[src/hw/rtl/adsr_eg_pkg.sv]
package adsr_eg_pkg;

    localparam int STEP_W     = 23;
    localparam int ENV_W      = 23;
    localparam int LOOP_W     = 24;
    localparam int PULSE_W    = 10;
    localparam int CFG_IDX_W  = 3;
    localparam int CFG_DATA_W = 24;

    localparam logic [STEP_W-1:0]  ATTACK_STEP_RST     = 23'd42;
    localparam logic [STEP_W-1:0]  DECAY_STEP_RST      = 23'd21;
    localparam logic [STEP_W-1:0]  SUSTAIN_LEVEL_RST   = 23'd2097152;
    localparam logic [STEP_W-1:0]  RELEASE_STEP_RST    = 23'd87;
    localparam logic               LOOP_ENABLE_RST     = 1'b0;
    localparam logic [LOOP_W-1:0]  LOOP_GATE_TICKS_RST = 24'd96000;
    localparam logic [PULSE_W-1:0] END_PULSE_TICKS_RST = 10'd48;

    typedef enum logic [CFG_IDX_W-1:0] {
        CFG_ATTACK_STEP     = 3'd0,
        CFG_DECAY_STEP      = 3'd1,
        CFG_SUSTAIN_LEVEL   = 3'd2,
        CFG_RELEASE_STEP    = 3'd3,
        CFG_LOOP_ENABLE     = 3'd4,
        CFG_LOOP_GATE_TICKS = 3'd5,
        CFG_END_PULSE_TICKS = 3'd6
    } cfg_index_t;

    typedef enum logic [1:0] {
        STAGE_ATTACK  = 2'd0,
        STAGE_DECAY   = 2'd1,
        STAGE_SUSTAIN = 2'd2,
        STAGE_RELEASE = 2'd3
    } stage_t;

    typedef struct packed {
        logic [STEP_W-1:0]  attack_step;
        logic [STEP_W-1:0]  decay_step;
        logic [STEP_W-1:0]  sustain_level;
        logic [STEP_W-1:0]  release_step;
        logic               loop_enable;
        logic [LOOP_W-1:0]  loop_gate_ticks;
        logic [PULSE_W-1:0] end_pulse_ticks;
    } cfg_t;

    typedef struct packed {
        logic gate_level;
        logic gate_patched;
    } tick_t;

    typedef struct packed {
        logic [ENV_W-1:0] envelope;
        logic             end_of_release;
        logic             active;
        logic [1:0]       stage;
    } env_result_t;

    // gate as seen by the envelope this tick
    typedef struct packed {
        logic source;
        logic gate;
    } gate_info_t;

    typedef struct packed {
        stage_t             phase;
        logic               running;
        logic               last_gate;
        logic [PULSE_W-1:0] end_countdown;
    } ctl_state_t;

endpackage

[src/hw/rtl/adsr_eg_regs.sv]
module adsr_eg_regs (
    input  logic                                clk,
    input  logic                                rst_n,
    input  logic                                cfg_valid,
    output logic                                cfg_ready,
    input  logic [adsr_eg_pkg::CFG_IDX_W-1:0]   cfg_index,
    input  logic [adsr_eg_pkg::CFG_DATA_W-1:0]  cfg_data,
    output adsr_eg_pkg::cfg_t                   cfg
);
    import adsr_eg_pkg::*;

    cfg_t cfg_reg;

    assign cfg_ready = 1'b1;
    assign cfg       = cfg_reg;

    always_ff @(posedge clk or negedge rst_n)
    begin
        if (!rst_n)
        begin
            cfg_reg.attack_step     <= ATTACK_STEP_RST;
            cfg_reg.decay_step      <= DECAY_STEP_RST;
            cfg_reg.sustain_level   <= SUSTAIN_LEVEL_RST;
            cfg_reg.release_step    <= RELEASE_STEP_RST;
            cfg_reg.loop_enable     <= LOOP_ENABLE_RST;
            cfg_reg.loop_gate_ticks <= LOOP_GATE_TICKS_RST;
            cfg_reg.end_pulse_ticks <= END_PULSE_TICKS_RST;
        end
        else if (cfg_valid && cfg_ready)
        begin
            unique case (cfg_index)
                CFG_ATTACK_STEP:     cfg_reg.attack_step     <= cfg_data[STEP_W-1:0];
                CFG_DECAY_STEP:      cfg_reg.decay_step      <= cfg_data[STEP_W-1:0];
                CFG_SUSTAIN_LEVEL:   cfg_reg.sustain_level   <= cfg_data[STEP_W-1:0];
                CFG_RELEASE_STEP:    cfg_reg.release_step    <= cfg_data[STEP_W-1:0];
                CFG_LOOP_ENABLE:     cfg_reg.loop_enable     <= cfg_data[0];
                CFG_LOOP_GATE_TICKS: cfg_reg.loop_gate_ticks <= cfg_data[LOOP_W-1:0];
                CFG_END_PULSE_TICKS: cfg_reg.end_pulse_ticks <= cfg_data[PULSE_W-1:0];
                default:             ;
            endcase
        end
    end

endmodule

[src/hw/rtl/adsr_eg_gate.sv]
module adsr_eg_gate (
    input  adsr_eg_pkg::tick_t                tick,
    input  logic                              loop_enable,
    input  logic [adsr_eg_pkg::LOOP_W-1:0]    loop_gate_ticks,
    input  logic [adsr_eg_pkg::LOOP_W-1:0]    loop_countdown,
    input  logic                              running,
    output adsr_eg_pkg::gate_info_t           gate_info,
    output logic [adsr_eg_pkg::LOOP_W-1:0]    loop_countdown_next
);
    import adsr_eg_pkg::*;

    always_comb
    begin
        gate_info.source    = tick.gate_patched || loop_enable;
        gate_info.gate      = 1'b0;
        loop_countdown_next = loop_countdown;
        if (tick.gate_patched)
        begin
            gate_info.gate = tick.gate_level;
        end
        else if (loop_enable)
        begin
            gate_info.gate = (loop_countdown != '0);
            if (loop_countdown != '0)
            begin
                loop_countdown_next = loop_countdown - LOOP_W'(1);
            end
            else if (!running)
            begin
                // re-arm internal gate while idle
                loop_countdown_next = loop_gate_ticks;
            end
        end
    end

endmodule

[src/hw/rtl/adsr_eg_env.sv]
module adsr_eg_env #(
    parameter int LEVEL_FRAC_BITS = 22
) (
    input  adsr_eg_pkg::gate_info_t       gate_info,
    input  adsr_eg_pkg::cfg_t             cfg,
    input  logic [LEVEL_FRAC_BITS:0]      level,
    input  adsr_eg_pkg::ctl_state_t       ctl,
    output logic [LEVEL_FRAC_BITS:0]      level_next,
    output adsr_eg_pkg::ctl_state_t       ctl_next,
    output adsr_eg_pkg::env_result_t      result
);
    import adsr_eg_pkg::*;

    localparam int LW = LEVEL_FRAC_BITS + 1;
    // compare/add width covering both level and 23-bit steps plus carry
    localparam int CW = ((LW > STEP_W) ? LW : STEP_W) + 1;
    localparam logic [LW-1:0] FullScale = {1'b1, {LEVEL_FRAC_BITS{1'b0}}};

    logic [LW-1:0]      lvl;
    logic [CW-1:0]      lvl_w;
    logic [CW-1:0]      sum_w;
    logic [CW-1:0]      dstep_w;
    logic [CW-1:0]      env_w;
    logic               finish;
    logic [PULSE_W-1:0] ec_load;
    logic               pulse;

    always_comb
    begin
        lvl      = level;
        ctl_next = ctl;
        finish   = 1'b0;
        lvl_w    = '0;
        sum_w    = '0;
        dstep_w  = '0;

        if (gate_info.source)
        begin
            if (gate_info.gate && !ctl.last_gate)
            begin
                ctl_next.phase   = STAGE_ATTACK;
                ctl_next.running = 1'b1;
                lvl              = '0;
            end
            ctl_next.last_gate = gate_info.gate;

            if (ctl_next.running)
            begin
                lvl_w = CW'(lvl);
                if (gate_info.gate)
                begin
                    if (ctl_next.phase == STAGE_ATTACK && lvl == FullScale
                        && cfg.attack_step != '0)
                    begin
                        ctl_next.phase = STAGE_DECAY;
                    end
                    if (ctl_next.phase == STAGE_DECAY
                        && lvl_w <= CW'(cfg.sustain_level) && cfg.decay_step != '0)
                    begin
                        ctl_next.phase = STAGE_SUSTAIN;
                    end
                    unique case (ctl_next.phase)
                        STAGE_ATTACK:
                        begin
                            sum_w = lvl_w + CW'(cfg.attack_step);
                            lvl   = (sum_w > CW'(FullScale)) ? FullScale : sum_w[LW-1:0];
                        end
                        STAGE_DECAY:
                        begin
                            dstep_w = CW'(cfg.decay_step);
                            sum_w   = (lvl_w > dstep_w) ? (lvl_w - dstep_w) : '0;
                            lvl     = sum_w[LW-1:0];
                        end
                        STAGE_SUSTAIN:
                        begin
                        end
                        default:
                        begin
                            dstep_w = CW'(cfg.release_step);
                            sum_w   = (lvl_w > dstep_w) ? (lvl_w - dstep_w) : '0;
                            lvl     = sum_w[LW-1:0];
                        end
                    endcase
                end
                else
                begin
                    ctl_next.phase = STAGE_RELEASE;
                    if (lvl == '0)
                    begin
                        ctl_next.running = 1'b0;
                        finish           = 1'b1;
                    end
                    else
                    begin
                        dstep_w = CW'(cfg.release_step);
                        sum_w   = (lvl_w > dstep_w) ? (lvl_w - dstep_w) : '0;
                        lvl     = sum_w[LW-1:0];
                    end
                end
            end
        end

        // end pulse: load on finish if longer than the count left, then sample and count down
        ec_load = (finish && cfg.end_pulse_ticks > ctl.end_countdown)
                ? cfg.end_pulse_ticks : ctl.end_countdown;
        pulse   = (ec_load != '0);
        ctl_next.end_countdown = pulse ? (ec_load - PULSE_W'(1)) : ec_load;
    end

    assign level_next = lvl;
    assign env_w      = CW'(lvl);

    assign result.envelope       = env_w[ENV_W-1:0];
    assign result.end_of_release = pulse;
    assign result.active         = ctl_next.running;
    assign result.stage          = ctl_next.phase;

endmodule

[src/hw/rtl/adsr_envelope_generator_core.sv]
// Linear ADSR envelope generator. Each tick transaction is one audio sample:
// it carries the external gate level and whether that gate is patched, and
// yields exactly one result transaction (envelope level in unsigned Q1.22 with
// 1<<LEVEL_FRAC_BITS as full scale, end-of-release pulse, active flag, stage).
// Throughput is one tick per clock while the result stage is not stalled; a
// tick passes the input register, then one pass of compare/add logic into the
// result register. A stalled result stage backs up into tick_stall only once
// the input register is full. Configuration writes are always ready and must
// only be issued while no tick is in flight.
module adsr_envelope_generator_core #(
    parameter int LEVEL_FRAC_BITS = 22
) (
    input  logic                                clk,
    input  logic                                rst_n,
    input  logic                                tick_valid,
    output logic                                tick_stall,
    input  adsr_eg_pkg::tick_t                  tick,
    output logic                                env_valid,
    input  logic                                env_stall,
    output adsr_eg_pkg::env_result_t            env,
    input  logic                                cfg_valid,
    output logic                                cfg_ready,
    input  logic [adsr_eg_pkg::CFG_IDX_W-1:0]   cfg_index,
    input  logic [adsr_eg_pkg::CFG_DATA_W-1:0]  cfg_data
);
    import adsr_eg_pkg::*;

    localparam int LW = LEVEL_FRAC_BITS + 1;
    localparam logic [LW-1:0] FullScale = {1'b1, {LEVEL_FRAC_BITS{1'b0}}};

    cfg_t               cfg;
    logic               s1_valid_reg;
    tick_t              s1_data_reg;
    logic               env_valid_reg;
    env_result_t        env_data_reg;
    logic [LW-1:0]      level_reg;
    logic [LW-1:0]      level_next;
    ctl_state_t         ctl_reg;
    ctl_state_t         ctl_next;
    logic [LOOP_W-1:0]  loop_countdown_reg;
    logic [LOOP_W-1:0]  loop_countdown_next;
    gate_info_t         gate_info;
    env_result_t        result;
    logic               out_ready;
    logic               accept_tick;
    logic               advance;

    adsr_eg_regs u_regs (
        .clk       (clk),
        .rst_n     (rst_n),
        .cfg_valid (cfg_valid),
        .cfg_ready (cfg_ready),
        .cfg_index (cfg_index),
        .cfg_data  (cfg_data),
        .cfg       (cfg)
    );

    adsr_eg_gate u_gate (
        .tick                (s1_data_reg),
        .loop_enable         (cfg.loop_enable),
        .loop_gate_ticks     (cfg.loop_gate_ticks),
        .loop_countdown      (loop_countdown_reg),
        .running             (ctl_reg.running),
        .gate_info           (gate_info),
        .loop_countdown_next (loop_countdown_next)
    );

    adsr_eg_env #(
        .LEVEL_FRAC_BITS (LEVEL_FRAC_BITS)
    ) u_env (
        .gate_info  (gate_info),
        .cfg        (cfg),
        .level      (level_reg),
        .ctl        (ctl_reg),
        .level_next (level_next),
        .ctl_next   (ctl_next),
        .result     (result)
    );

    assign out_ready   = !env_valid_reg || !env_stall;
    assign tick_stall  = s1_valid_reg && !out_ready;
    assign accept_tick = tick_valid && !tick_stall;
    assign advance     = s1_valid_reg && out_ready;

    assign env_valid = env_valid_reg;
    assign env       = env_data_reg;

    always_ff @(posedge clk or negedge rst_n)
    begin
        if (!rst_n)
        begin
            s1_valid_reg       <= 1'b0;
            env_valid_reg      <= 1'b0;
            level_reg          <= '0;
            ctl_reg.phase      <= STAGE_ATTACK;
            ctl_reg.running    <= 1'b0;
            ctl_reg.last_gate  <= 1'b0;
            ctl_reg.end_countdown <= '0;
            loop_countdown_reg <= '0;
        end
        else
        begin
            if (accept_tick)
            begin
                s1_valid_reg <= 1'b1;
            end
            else if (out_ready)
            begin
                s1_valid_reg <= 1'b0;
            end

            if (advance)
            begin
                env_valid_reg      <= 1'b1;
                level_reg          <= level_next;
                ctl_reg            <= ctl_next;
                loop_countdown_reg <= loop_countdown_next;
            end
            else if (!env_stall)
            begin
                env_valid_reg <= 1'b0;
            end
        end
    end

    always_ff @(posedge clk)
    begin
        if (accept_tick)
        begin
            s1_data_reg <= tick;
        end
        if (advance)
        begin
            env_data_reg <= result;
        end
    end

`ifndef SYNTHESIS
    a_level_max: assert property (@(posedge clk) disable iff (!rst_n)
        level_reg <= FullScale)
        else $error("envelope level above full scale");

    a_state_only_on_advance: assert property (@(posedge clk) disable iff (!rst_n)
        !advance |=> $stable(level_reg) && $stable(ctl_reg) && $stable(loop_countdown_reg))
        else $error("envelope state changed without a tick transaction");

    a_finish_at_zero: assert property (@(posedge clk) disable iff (!rst_n)
        $fell(ctl_reg.running) |-> level_reg == '0)
        else $error("envelope stopped at nonzero level");

    a_pulse_load: assert property (@(posedge clk) disable iff (!rst_n)
        ctl_reg.end_countdown > $past(ctl_reg.end_countdown) |-> $fell(ctl_reg.running))
        else $error("end pulse armed without release finishing");

    a_stall_full: assert property (@(posedge clk) disable iff (!rst_n)
        tick_stall |-> s1_valid_reg && env_valid_reg)
        else $error("tick stalled with room in the pipeline");
`endif

endmodule

[config.mk]
export PLATFORM = sky130hd
export DESIGN_NAME = adsr_envelope_generator_core
export DESIGN_NICKNAME = d
export VERILOG_FILES = /design/src/hw/rtl/adsr_eg_pkg.sv /design/src/hw/rtl/adsr_eg_regs.sv /design/src/hw/rtl/adsr_eg_gate.sv /design/src/hw/rtl/adsr_eg_env.sv /design/src/hw/rtl/adsr_envelope_generator_core.sv
export SDC_FILE = /design/constraint.sdc
export NUM_CORES = 1
export LEC_CHECK = 0
export ABC_CLOCK_PERIOD_IN_PS = 5620
export BUFFER_PORTS_ARGS = -buffer_cell sky130_fd_sc_hd__buf_2
export CELL_PAD_IN_SITES_DETAIL_PLACEMENT = 2
export CELL_PAD_IN_SITES_GLOBAL_PLACEMENT = 2
export CORE_MARGIN = 2
export CORE_UTILIZATION = 38
export CTS_BUF_LIST = sky130_fd_sc_hd__clkbuf_8
export DETAILED_ROUTE_END_ITERATION = 10
export GPL_TIMING_DRIVEN = 0
export PLACE_DENSITY = 0.78
export SYNTH_ARGS = -nofsm -noshare
export SYNTH_HDL_FRONTEND = slang
export SYNTH_HIERARCHICAL = 1
export SYNTH_SLANG_ARGS = --single-unit
[constraint.sdc]
create_clock -name clk -period 5.62 [get_ports clk]
set_clock_uncertainty 0.1 [all_clocks]
set_input_delay 1.124 -clock clk [delete_from_list [all_inputs] [get_ports clk]]
set_output_delay 1.124 -clock clk [all_outputs]
set_load 0.005 [all_outputs]
# Yosys cells after proc, flatten, opt, wreduce, memory -nomap -nowiden
# Index checks and enable logic that the tools add are counted.
# Widths: inputs -> output; s select.
[word_totals] rom_bits=0 output_inout_bits=30 latchBits=0 in_bits=34 mem_bits_rw=0 wordCells=117 reg_bits=219 memories=0
[classes] mul=0 div_mod_pow=0 add_sub_neg=5 bitwise_logic=1 mux=39 magnitude_cmp=5 eq_ne=12 n_shift=0 n_reduce_logical=34
[op_table] operator="$mux 23" count=9
[op_table] operator="$pmux 23 s3" count=1
[op_table] operator="$mux 24" count=2
[op_table] operator="$gt 23x23->1" count=2
[op_table] operator="$reduce_bool 23->1" count=2
[op_table] operator="$sub 23x23->23" count=2
[op_table] operator="$add 23x23->24" count=1
[op_table] operator="$gt 24x23->1 const B" count=1
[op_table] operator="$reduce_bool 24->1" count=1
[op_table] operator="$sub 24x1->24 const B" count=1
[op_table] operator="$eq 23x23->1 const B" count=1
[op_table] operator="$le 23x23->1" count=1
[op_table] operator="$logic_not 23->1" count=1
[op_table] operator="$mux 10" count=2
[op_table] operator="$mux 2" count=9
[op_table] operator="$reduce_and 2->1" count=8
[op_table] operator="$mux 1" count=12
[op_table] operator="$gt 10x10->1" count=1
[op_table] operator="$reduce_bool 10->1" count=1
[op_table] operator="$sub 10x1->10 const B" count=1
[op_table] operator="$eq 3x3->1 const B" count=3
[op_table] operator="$logic_and 1x1->1" count=9
[op_table] operator="$mux 3" count=3
[op_table] operator="$eq 3x2->1 const B" count=2
[op_table] operator="12 further kinds" count=20

# Longest topological paths before layout
# Gate-level depths: netlist of the first run.
[depth] depth_word=25 depth_mapped=31 ltp_nobuf=23

# Modules after synthesis
# Netlist of the first run, hierarchy kept.
[modules_own_cells] mod="adsr_eg_env" seq_area_each_um2=0.0 cells_per_inst=1231 n_inst=1 area_each_um2=8259.2
[modules_own_cells] mod="adsr_eg_regs" seq_area_each_um2=3204.3 cells_per_inst=276 n_inst=1 area_each_um2=4834.6
[modules_own_cells] mod="adsr_envelope_generator_core" seq_area_each_um2=2447.3 cells_per_inst=165 n_inst=1 area_each_um2=3241.9
[modules_own_cells] mod="adsr_eg_gate" seq_area_each_um2=0.0 cells_per_inst=169 n_inst=1 area_each_um2=1071.0

# Worst setup path after synthesis of the first run
# Ideal clock, no wire load.
[synth_path] path_type="flip-flop to flip-flop" startpoint="register loop_countdown_reg[0]" endpoint="register env_data_reg (netlist bit env[15]) (data pin)" t_arrival_ps=5736 stages_incl_launch_ff=28 path_slack_ps=-342 setup_ps=126 t_required_ps=5394 n_path_buf=8 period_less_slack_ps=5962 cell_sequence="dfrtp_1 -> inv_1 -> ha_1 -> nor4b_4 -> nand3_4 -> nor2_1 -> o21ai_0 -> nand2b_1 -> buf_6 -> buf_8 -> buf_6 -> buf_6 -> buf_2 -> buf_1 -> clkbuf_1 -> nand2_1 -> ha_1 -> or3_1 -> a22oi_1 -> a32oi_1 -> o311ai_2 -> a41o_1 -> a31oi_1 -> or2_1 -> or3_1 -> o211a_1 -> o22ai_1 -> buf_4"
[synth_lines] item="start, declared" line_no="adsr_envelope_generator_core.sv:40" rtl="logic [LOOP_W-1:0] loop_countdown_reg;"
[synth_lines] item="start signal, assigned" line_no="adsr_envelope_generator_core.sv:117" rtl="loop_countdown_reg <= loop_countdown_next;"
[synth_lines] item="end signal, assigned" line_no="adsr_envelope_generator_core.sv:134" rtl="env_data_reg <= result;"
[synth_lines] item="end, declared" line_no="adsr_envelope_generator_core.sv:35" rtl="env_result_t env_data_reg;"

==> metrics.txt, run 1 <==
# TYPE chip_impl_metric gauge
chip_impl_metric{name="synth-compound-area-share",unit=""} 0.202
chip_impl_info{name="cp_top_family",value="simple AND/OR/NAND/NOR gates"} 1
chip_impl_info{name="area_leader_netlist",value="dfrtp_1"} 1
chip_impl_metric{name="clockBufferDepth",unit=""} 3
chip_impl_metric{name="synthesis.area",unit="um^2"} 17400
chip_impl_metric{name="fmax",unit="GHz"} 0.168
chip_impl_info{name="worstPathCellList",value="nor4_4 > nand3_4 > nor2_4 > o21ai_4 > nand2b_1 > buf_6 > buf_12 > buf_12 > buf_12 > buf_12 > clkbuf_16 > and2_2 > ha_1 > nand4_1 > nand3b_1 > nand2_1 > or2_4 > buf_12 > o221ai_1 > o21ai_1 > o31ai_4 > mux2_2"} 1
chip_impl_info{name="main_combinational_cell_family_by_area_after_synthesis",value="compound AO/OA/AOI/OAI gates"} 1
chip_impl_metric{name="post_synth_inst_count",unit=""} 1841
chip_impl_metric{name="grt.total_usage",unit=""} 0.335
chip_impl_metric{name="clock_sinks",unit=""} 219
chip_impl_info{name="crit_path_frequent_cell",value="buf_12"} 1
chip_impl_metric{name="synth_top_cell_area_share",unit=""} 0.243
chip_impl_metric{name="totalPowerFinal",unit="uW"} 13000
chip_impl_metric{name="ys_seq_elements",unit=""} 219
chip_impl_metric{name="total_leakage_power",unit="uW"} 0.00897
chip_impl_metric{name="vias_per_cell",unit=""} 6.46
chip_impl_metric{name="route.detailed.drc",unit=""} 0
chip_impl_info{name="layout_common_cells",value="165 x mux2_2, 165 x dfrtp_1, 122 x inv_1, 96 x buf_4, 95 x nor2_1"} 1
chip_impl_metric{name="routabilityCongestion",unit=""} 0.927
chip_impl_info{name="yosys_most_used_dff",value="dfrtp_1"} 1
chip_impl_metric{name="synthXorXnorAreaFrac",unit=""} 0.0523
chip_impl_metric{name="num_io_pins",unit=""} 64
chip_impl_info{name="dominant_cells_by_area_after_synthesis",value="dfrtp_1 24%, mux2_2 12%, edfxtp_1 5.0%, ha_1 4.7%, xnor2_1 4.0%"} 1
chip_impl_metric{name="grt_max_degree",unit=""} 115
chip_impl_metric{name="preCtsSetupSlack",unit="ns"} -3.00
chip_impl_metric{name="yosysSeqAreaShare",unit=""} 0.325
chip_impl_metric{name="async_reset_ff_frac",unit=""} 0.868
chip_impl_metric{name="via_count",unit=""} 17200
chip_impl_metric{name="timing.critical_path.required",unit="ns"} 6.02
chip_impl_metric{name="yosys-mux-area-fraction",unit=""} 0.131
chip_impl_info{name="status",value="complete, but fails checks"} 1
chip_impl_metric{name="layout-drive-gt1-share",unit=""} 0.343
chip_impl_metric{name="synth_enable_flop_cells",unit=""} 29
chip_impl_metric{name="cellPowerDensity",unit="nW/um^2"} 602
chip_impl_metric{name="grt_overflow_total",unit=""} 0
chip_impl_metric{name="syn_area_per_cell",unit="um^2"} 9.46
chip_impl_metric{name="timing.max_slew.rel_slack",unit=""} 0.166
chip_impl_metric{name="synth_area_in_adders",unit=""} 0.0548
chip_impl_info{name="setup_repair_after_global_routing_missed_its_margin",value="yes"} 1
chip_impl_info{name="slowest_cell_on_the_critical_path",value="nand4_1"} 1
chip_impl_metric{name="syn_nets",unit=""} 1940
chip_impl_metric{name="layout-area-overhead-vs-synth",unit="%"} 23.9
chip_impl_metric{name="final_min_period_over_clock_period",unit=""} 1.06
chip_impl_metric{name="maxCapViolations",unit=""} 0
chip_impl_metric{name="post-route-util",unit=""} 0.476
chip_impl_metric{name="report.final.slew_viol_count",unit=""} 0
chip_impl_metric{name="place.detailed.hpwl",unit="um"} 54500
chip_impl_info{name="criticalPathCategory",value="register to register"} 1
chip_impl_metric{name="hold_ws",unit="ns"} 0.403
chip_impl_info{name="cts_tree",value="yes"} 1
chip_impl_info{name="worstSetupStartpointType",value="register"} 1
chip_impl_metric{name="place.port_buffers",unit=""} 62
chip_impl_metric{name="postRouteWirelength",unit="um"} 85400
chip_impl_metric{name="critPathArrivalTime",unit="ns"} 6.35
chip_impl_metric{name="via_count_of_the_first_global_routing_pass",unit=""} 18100
chip_impl_metric{name="path_buf_inv",unit=""} 7
chip_impl_metric{name="rows",unit=""} 78
chip_impl_metric{name="footprint_of_the_multi_input_gates",unit="um^2"} 11800
chip_impl_metric{name="final_antenna_violating_net_count",unit=""} 0
chip_impl_metric{name="largest_register_ff_count",unit=""} 127
chip_impl_metric{name="detailedRoute.firstIterationViolations",unit=""} 1472
chip_impl_info{name="cts-root-buf",value="clkbuf_8"} 1
chip_impl_metric{name="finalHoldViolCount",unit=""} 0
chip_impl_metric{name="design.final.nets",unit=""} 2126
chip_impl_metric{name="path_max_fanout",unit=""} 10
chip_impl_metric{name="wl_per_cell",unit="um"} 32.0
chip_impl_metric{name="yosys.cell_types.count",unit=""} 116
chip_impl_metric{name="dieArea",unit="um^2"} 47500
chip_impl_metric{name="floorplan.initialDensity",unit=""} 0.384
chip_impl_metric{name="dpl.cell_count",unit=""} 2504
chip_impl_metric{name="antenna_found_initial",unit=""} 4
chip_impl_metric{name="filler_cell_count",unit=""} 4722
chip_impl_metric{name="period_needed",unit="ns"} 5.95
chip_impl_metric{name="grt_first_pass_wirelength",unit="um"} 119000
chip_impl_metric{name="floorplan.die.height",unit="um"} 218
chip_impl_metric{name="cts_buffers",unit=""} 46
chip_impl_metric{name="setup_ws",unit="ns"} -0.333
chip_impl_info{name="timing.critical_path.to_type",value="register"} 1
chip_impl_metric{name="worst_path_largest_cell_delay",unit="ns"} 0.61
chip_impl_metric{name="cts.hold.buffers_added",unit=""} 0
chip_impl_metric{name="number_of_iterations_in_the_first_detailed_routing_pass",unit=""} 5
chip_impl_metric{name="synth_warnings",unit=""} 6
chip_impl_metric{name="setup-violations-final",unit=""} 46
chip_impl_metric{name="sequential_cell_area",unit="um^2"} 5660
chip_impl_metric{name="simple_gate_portion_of_the_synthesized_area",unit=""} 0.162
chip_impl_metric{name="final-instance-count-excl-fill",unit=""} 2665
chip_impl_metric{name="core_region_area",unit="um^2"} 45300
chip_impl_metric{name="cts.htree.levels",unit=""} 2
chip_impl_info{name="failed_checks",value="negative setup slack"} 1
chip_impl_metric{name="worst_skew_pair.late_latency",unit="ns"} 0.65
chip_impl_metric{name="peakVddDrop",unit="mV"} 0.224
chip_impl_metric{name="ff2ff_setup_slack",unit="ns"} -0.33
chip_impl_metric{name="floorplan.die.width",unit="um"} 218
chip_impl_info{name="type_of_the_tightest_min_delay_check",value="input port to asynchronous set/reset pin"} 1
chip_impl_metric{name="worst_pin_slew",unit="ns"} 1.25
chip_impl_metric{name="cts.clk_slew.worst_paths",unit="ns"} 0.08
## layout make-up
type	count	area share
Tap cell	600	0.0348
Timing Repair Buffer	145	0.0500
Antenna cell	2	0.000232
Clock buffer	58	0.0370
Buffer	130	0.0443
Clock inverter	26	0.00627
Inverter	113	0.0201
Multi-Input combinational cell	1372	0.545
Sequential cell	219	0.262
## report_power, final
part	switching, uW	internal, uW	total [uW]
clock	824	972	1800
sequential	558	2130	2690
combinational	5120	3360	8490
total	6510	6470	13000
## Yosys cell counts, types with 10 or more instances
cell type / count
dfstp_2: 21
and3_1: 14
a21oi_1: 83
xnor2_1: 79
and2_1: 21
buf_1: 10
inv_1: 110
mux2i_1: 16
or3_1: 24
a2bb2oi_1: 16
a21o_1: 33
nor4bb_1: 12
o221ai_1: 12
nor3_1: 29
o32ai_1: 10
o21a_1: 11
o21ai_1: 27
buf_6: 23
nand4_1: 24
maj3_1: 14
nor2_1: 104
edfxtp_1: 29
nand3_1: 35
nor2b_1: 19
dfrtp_1: 169
a22oi_1: 19
o21ai_0: 67
buf_2: 22
nor4_1: 22
xor2_1: 25
mux2_2: 180
ha_1: 65
clkbuf_1: 48
nand2_1: 96
a211oi_1: 12
nand2b_1: 28
buf_4: 33
a31oi_1: 34
o22ai_1: 22
## routing by layer
layer | wire [um] | share of wire | track usage | up-vias
li1 | - | - | - | 7218
met1 | 34200 | 0.40 | 0.432 | 8897
met5 | 10 | 0.00012 | 0 | -
met2 | 39800 | 0.47 | 0.548 | 798
met3 | 6340 | 0.074 | 0.0537 | 311
met4 | 5090 | 0.060 | 0.154 | 2
## worst register-to-register path, cell delays in order, from the launching register on
cell	delay [ns]
dfrtp_1	0.46
nor4_4	0.47
nand3_4	0.16
nor2_4	0.19
o21ai_4	0.08
nand2b_1	0.11
buf_6	0.13
buf_12	0.11
buf_12	0.10
buf_12	0.10
buf_12	0.14
clkbuf_16	0.17
and2_2	0.29
ha_1	0.51
nand4_1	0.62
nand3b_1	0.55
nand2_1	0.28
or2_4	0.22
buf_12	0.17
o221ai_1	0.14
o21ai_1	0.25
o31ai_4	0.14
mux2_2	0.32
## kinds of logic (layout without fill, tap and decap cells)
group                      Yosys count  in the layout
buffers and inverters              250            472
other                                1              3
xor gates and xnor gates           104            104
adders and majority gates           79             79
muxes                              205            205
AOI/OAI and AO/OA                  486            486
DFF                                219            219
and+or+nand+nor                    497            497
## through the flow
stage          setup TNS [ns]  area (um^2)
2_1_floorplan               0        17400
3_3_place_gp          -151.20        18500
3_5_place_dp          -137.83        18500
4_1_cts                 -3.02        20800
6_report                -8.03        21600
5_1_grt                -11.87        21600
## worst paths after layout
kind	start	to	depth (start not counted)
min reg2reg	u_regs/cfg[118]	u_regs/cfg[118]	1
max reg2reg	loop_countdown_reg[20]	level_reg[2]	22
min	rst_n	u_regs/cfg[66]	1
max in group asynchronous	rst_n	loop_countdown_reg[14]	2
min in group clk	u_regs/cfg[118]	u_regs/cfg[118]	1
max	loop_countdown_reg[20]	level_reg[2]	22
## repair_timing
item,in CTS,in global routing
resized for setup,194,113
buffers inserted,43,36
endpoints found under the setup margin,61,54
cloned,2,1
pin swaps,48,62
Note: power is estimated with default switching activity, not from simulation.
==> inputs of run 2 (changes only) <==
--- a/config.mk
+++ b/config.mk
@@ -7,14 +7,13 @@
 export LEC_CHECK = 0
 export ABC_CLOCK_PERIOD_IN_PS = 5620
 export BUFFER_PORTS_ARGS = -buffer_cell sky130_fd_sc_hd__buf_2
-export CELL_PAD_IN_SITES_DETAIL_PLACEMENT = 2
-export CELL_PAD_IN_SITES_GLOBAL_PLACEMENT = 2
+export CELL_PAD_IN_SITES_DETAIL_PLACEMENT = 1
+export CELL_PAD_IN_SITES_GLOBAL_PLACEMENT = 1
 export CORE_MARGIN = 2
-export CORE_UTILIZATION = 38
+export CORE_UTILIZATION = 46
 export CTS_BUF_LIST = sky130_fd_sc_hd__clkbuf_8
 export DETAILED_ROUTE_END_ITERATION = 10
-export GPL_TIMING_DRIVEN = 0
-export PLACE_DENSITY = 0.78
+export PLACE_DENSITY_LB_ADDON = 0.3
 export SYNTH_ARGS = -nofsm -noshare
 export SYNTH_HDL_FRONTEND = slang
 export SYNTH_HIERARCHICAL = 1
==> metrics.txt, run 2 (same netlist as run 1, synthesis figures left out) <==
# TYPE chip_impl_metric gauge
chip_impl_info{name="status",value="finished, final reports clean"} 1
chip_impl_metric{name="clock_sinks",unit=""} 219
chip_impl_metric{name="timing.critical_path.required",unit="ns"} 6.00
chip_impl_info{name="cts_tree",value="yes"} 1
chip_impl_info{name="cp_top_family",value="compound AO/OA/AOI/OAI gates"} 1
chip_impl_info{name="mostFrequentLayoutCell",value="mux2_2"} 1
chip_impl_metric{name="layout-drive-gt1-share",unit=""} 0.259
chip_impl_metric{name="worst_skew_pair.late_latency",unit="ns"} 0.63
chip_impl_info{name="layout_common_cells",value="180 x mux2_2, 169 x dfrtp_1, 123 x inv_1, 101 x nor2_1, 95 x nand2_1"} 1
chip_impl_metric{name="cts.hold.buffers_added",unit=""} 0
chip_impl_metric{name="worst-r2r-cell-count",unit=""} 23
chip_impl_metric{name="clockBufferDepth",unit=""} 3
chip_impl_metric{name="final_min_period_over_clock_period",unit=""} 0.978
chip_impl_metric{name="worst_pin_slew",unit="ns"} 1.16
chip_impl_metric{name="route.detailed.drc",unit=""} 0
chip_impl_info{name="critical_path.reg2reg.startpoint",value="loop_countdown_reg[1]"} 1
chip_impl_metric{name="setup-violations-final",unit=""} 0
chip_impl_metric{name="finalHoldViolCount",unit=""} 0
chip_impl_metric{name="total_leakage_power",unit="uW"} 0.00807
chip_impl_metric{name="antenna_found_initial",unit=""} 3
chip_impl_metric{name="cellPowerDensity",unit="nW/um^2"} 561
chip_impl_metric{name="routabilityCongestion",unit=""} 0.949
chip_impl_metric{name="largest_register_ff_count",unit=""} 127
chip_impl_metric{name="p_clk_frac",unit=""} 0.159
chip_impl_metric{name="diodes",unit=""} 0
chip_impl_metric{name="fmax",unit="GHz"} 0.182
chip_impl_metric{name="detailedRoute.firstIterationViolations",unit=""} 1171
chip_impl_metric{name="path_buf_inv",unit=""} 3
chip_impl_metric{name="filler_cell_count",unit=""} 4325
chip_impl_metric{name="grt.total_usage",unit=""} 0.320
chip_impl_info{name="type_of_the_tightest_min_delay_check",value="register to register"} 1
chip_impl_metric{name="preCtsSetupSlack",unit="ns"} 0.0467
chip_impl_metric{name="cell_internal_pwr",unit="uW"} 5660
chip_impl_info{name="timing.critical_path.to_type",value="register"} 1
chip_impl_metric{name="path_max_fanout",unit=""} 10
chip_impl_metric{name="final-instance-count-excl-fill",unit=""} 2428
chip_impl_metric{name="floorplan.die.height",unit="um"} 199
chip_impl_metric{name="timing.max_slew.rel_slack",unit=""} 0.222
chip_impl_metric{name="fin_tns_setup",unit="ns"} 0
chip_impl_metric{name="floorplan.initialDensity",unit=""} 0.464
chip_impl_metric{name="critPathArrivalTime",unit="ns"} 5.88
chip_impl_metric{name="min_path_cells",unit=""} 1
chip_impl_metric{name="power.share.combinational",unit=""} 0.576
chip_impl_metric{name="maxCapViolations",unit=""} 0
chip_impl_metric{name="grt_max_degree",unit=""} 115
chip_impl_metric{name="period_needed",unit="ns"} 5.49
chip_impl_metric{name="num_io_pins",unit=""} 64
chip_impl_metric{name="layout-area-overhead-vs-synth",unit="%"} 10.6
chip_impl_metric{name="grt_first_pass_wirelength",unit="um"} 96100
chip_impl_metric{name="floorplan.die.width",unit="um"} 199
chip_impl_metric{name="dieArea",unit="um^2"} 39400
chip_impl_info{name="reg2reg_to",value="level_reg[1]"} 1
chip_impl_metric{name="worst_path_largest_cell_delay",unit="ns"} 0.46
chip_impl_metric{name="number_of_iterations_in_the_first_detailed_routing_pass",unit=""} 5
chip_impl_metric{name="via_count_of_the_first_global_routing_pass",unit=""} 15700
chip_impl_metric{name="p_switching",unit="uW"} 5140
chip_impl_metric{name="place.detailed.hpwl",unit="um"} 45800
chip_impl_info{name="criticalPathCategory",value="register to register"} 1
chip_impl_metric{name="postRouteWirelength",unit="um"} 62900
chip_impl_metric{name="cts.clk_slew.worst_paths",unit="ns"} 0.06
chip_impl_metric{name="cts_buffers",unit=""} 43
chip_impl_metric{name="via_count",unit=""} 15400
chip_impl_metric{name="rows",unit=""} 71
chip_impl_metric{name="design.final.nets",unit=""} 1982
chip_impl_metric{name="dpl.cell_count",unit=""} 2346
chip_impl_info{name="min_to",value="env_valid"} 1
chip_impl_metric{name="cts.htree.levels",unit=""} 2
chip_impl_metric{name="hold_ws",unit="ns"} 0.405
chip_impl_metric{name="power.share.switching",unit=""} 0.476
chip_impl_metric{name="final_antenna_violating_net_count",unit=""} 0
chip_impl_metric{name="grt_overflow_total",unit=""} 0
chip_impl_metric{name="sequentialPowerShare",unit=""} 0.264
chip_impl_metric{name="place.port_buffers",unit=""} 62
chip_impl_metric{name="ff2ff_setup_slack",unit="ns"} 0.13
chip_impl_info{name="slowest_cell_on_the_critical_path",value="a21oi_1"} 1
chip_impl_info{name="worst_min_path_start",value="s1_valid_reg"} 1
chip_impl_metric{name="totalPowerFinal",unit="uW"} 10800
chip_impl_metric{name="report.final.slew_viol_count",unit=""} 0
chip_impl_info{name="worstSetupStartpointType",value="register"} 1
chip_impl_info{name="worstPathCellList",value="inv_1 > ha_1 > nor4b_4 > nand3_4 > nor2_2 > o21ai_2 > nand2b_4 > nand2_1 > inv_1 > ha_1 > ha_2 > a21oi_1 > o31ai_1 > a32o_2 > o2111ai_2 > a21oi_1 > o211ai_1 > and3b_1 > o21bai_2 > o31a_1 > buf_4 > o21ai_1 > mux2_2"} 1
chip_impl_metric{name="wl_per_cell",unit="um"} 25.9
chip_impl_info{name="cts-root-buf",value="clkbuf_8"} 1
chip_impl_metric{name="vias_per_cell",unit=""} 6.34
chip_impl_metric{name="core_region_area",unit="um^2"} 37500
chip_impl_metric{name="setup_ws",unit="ns"} 0.126
chip_impl_metric{name="peakVddDrop",unit="mV"} 0.232
run 2: cell types whose count changed in the layout (fill, tap and decap cells not counted), sizes merged:
cell / before / now
bufinv: 1 / 2
inv: 133 / 129
clkinv: 5 / 7
clkbuf: 106 / 54
clkinvlp: 0 / 1
diode: 2 / 0
buf: 227 / 133
run 2: per-stage QoR:
stage | util | area [um^2]
6_report | 0.513 | 19200
5_1_grt | 0.513 | 19200
4_1_cts | 0.509 | 19100
3_5_place_dp | 0.484 | 18200
3_3_place_gp | 0.484 | 18200
2_1_floorplan | - | 17400
run 2: final cells by class:
| class | instances | area [um^2] | share of cell area |
|---|---|---|---|
| Clock buffer | 53 | 729 | 0.0379 |
| Clock inverter | 26 | 176 | 0.00917 |
| Inverter | 113 | 424 | 0.0220 |
| Multi-Input combinational cell | 1372 | 10700 | 0.556 |
| Sequential cell | 219 | 5650 | 0.294 |
| Tap cell | 511 | 639 | 0.0332 |
| Timing Repair Buffer | 134 | 922 | 0.0479 |
run 2: worst max-delay path by stage:
stage,startpoint,cells after the start,to,slack [ns]
2_1_floorplan,loop_countdown_reg[0],27,env[15],0.02
3_3_place_gp,loop_countdown_reg[1],21,level_reg[9],0.16
3_5_place_dp,loop_countdown_reg[1],22,level_reg[9],0.05
4_1_cts,loop_countdown_reg[1],22,level_reg[22],0.07
5_1_grt,loop_countdown_reg[1],24,level_reg[4],-0.03
6_report,loop_countdown_reg[1],23,level_reg[1],0.13
run 2: power by group through the flow:
stage                     clock network, uW  logic [uW]  registers (uW)
after detailed placement                  0        5920            2860
after CTS                              1770        5980            2840
after global placement                    0        5780            2820
after global routing                   1830        6680            2930
final                                  1720        6230            2860
after floorplan                           0        4520            2480
run 2: timing repair:
| action | 4_1_cts | 5_1_grt |
|---|---|---|
| setup endpoints to repair | 1 | 35 |
| gates resized for setup | 0 | 30 |
| pin swaps | 0 | 7 |
| buffers inserted | 1 | 2 |
run 2: per-layer routing:
layer,track usage,part of all wire,vias up
li1,-,-,6916
met1,0.441,0.45,7887
met2,0.528,0.47,483
met3,0.0453,0.053,114
met4,0.0884,0.027,0
met5,0,0,-
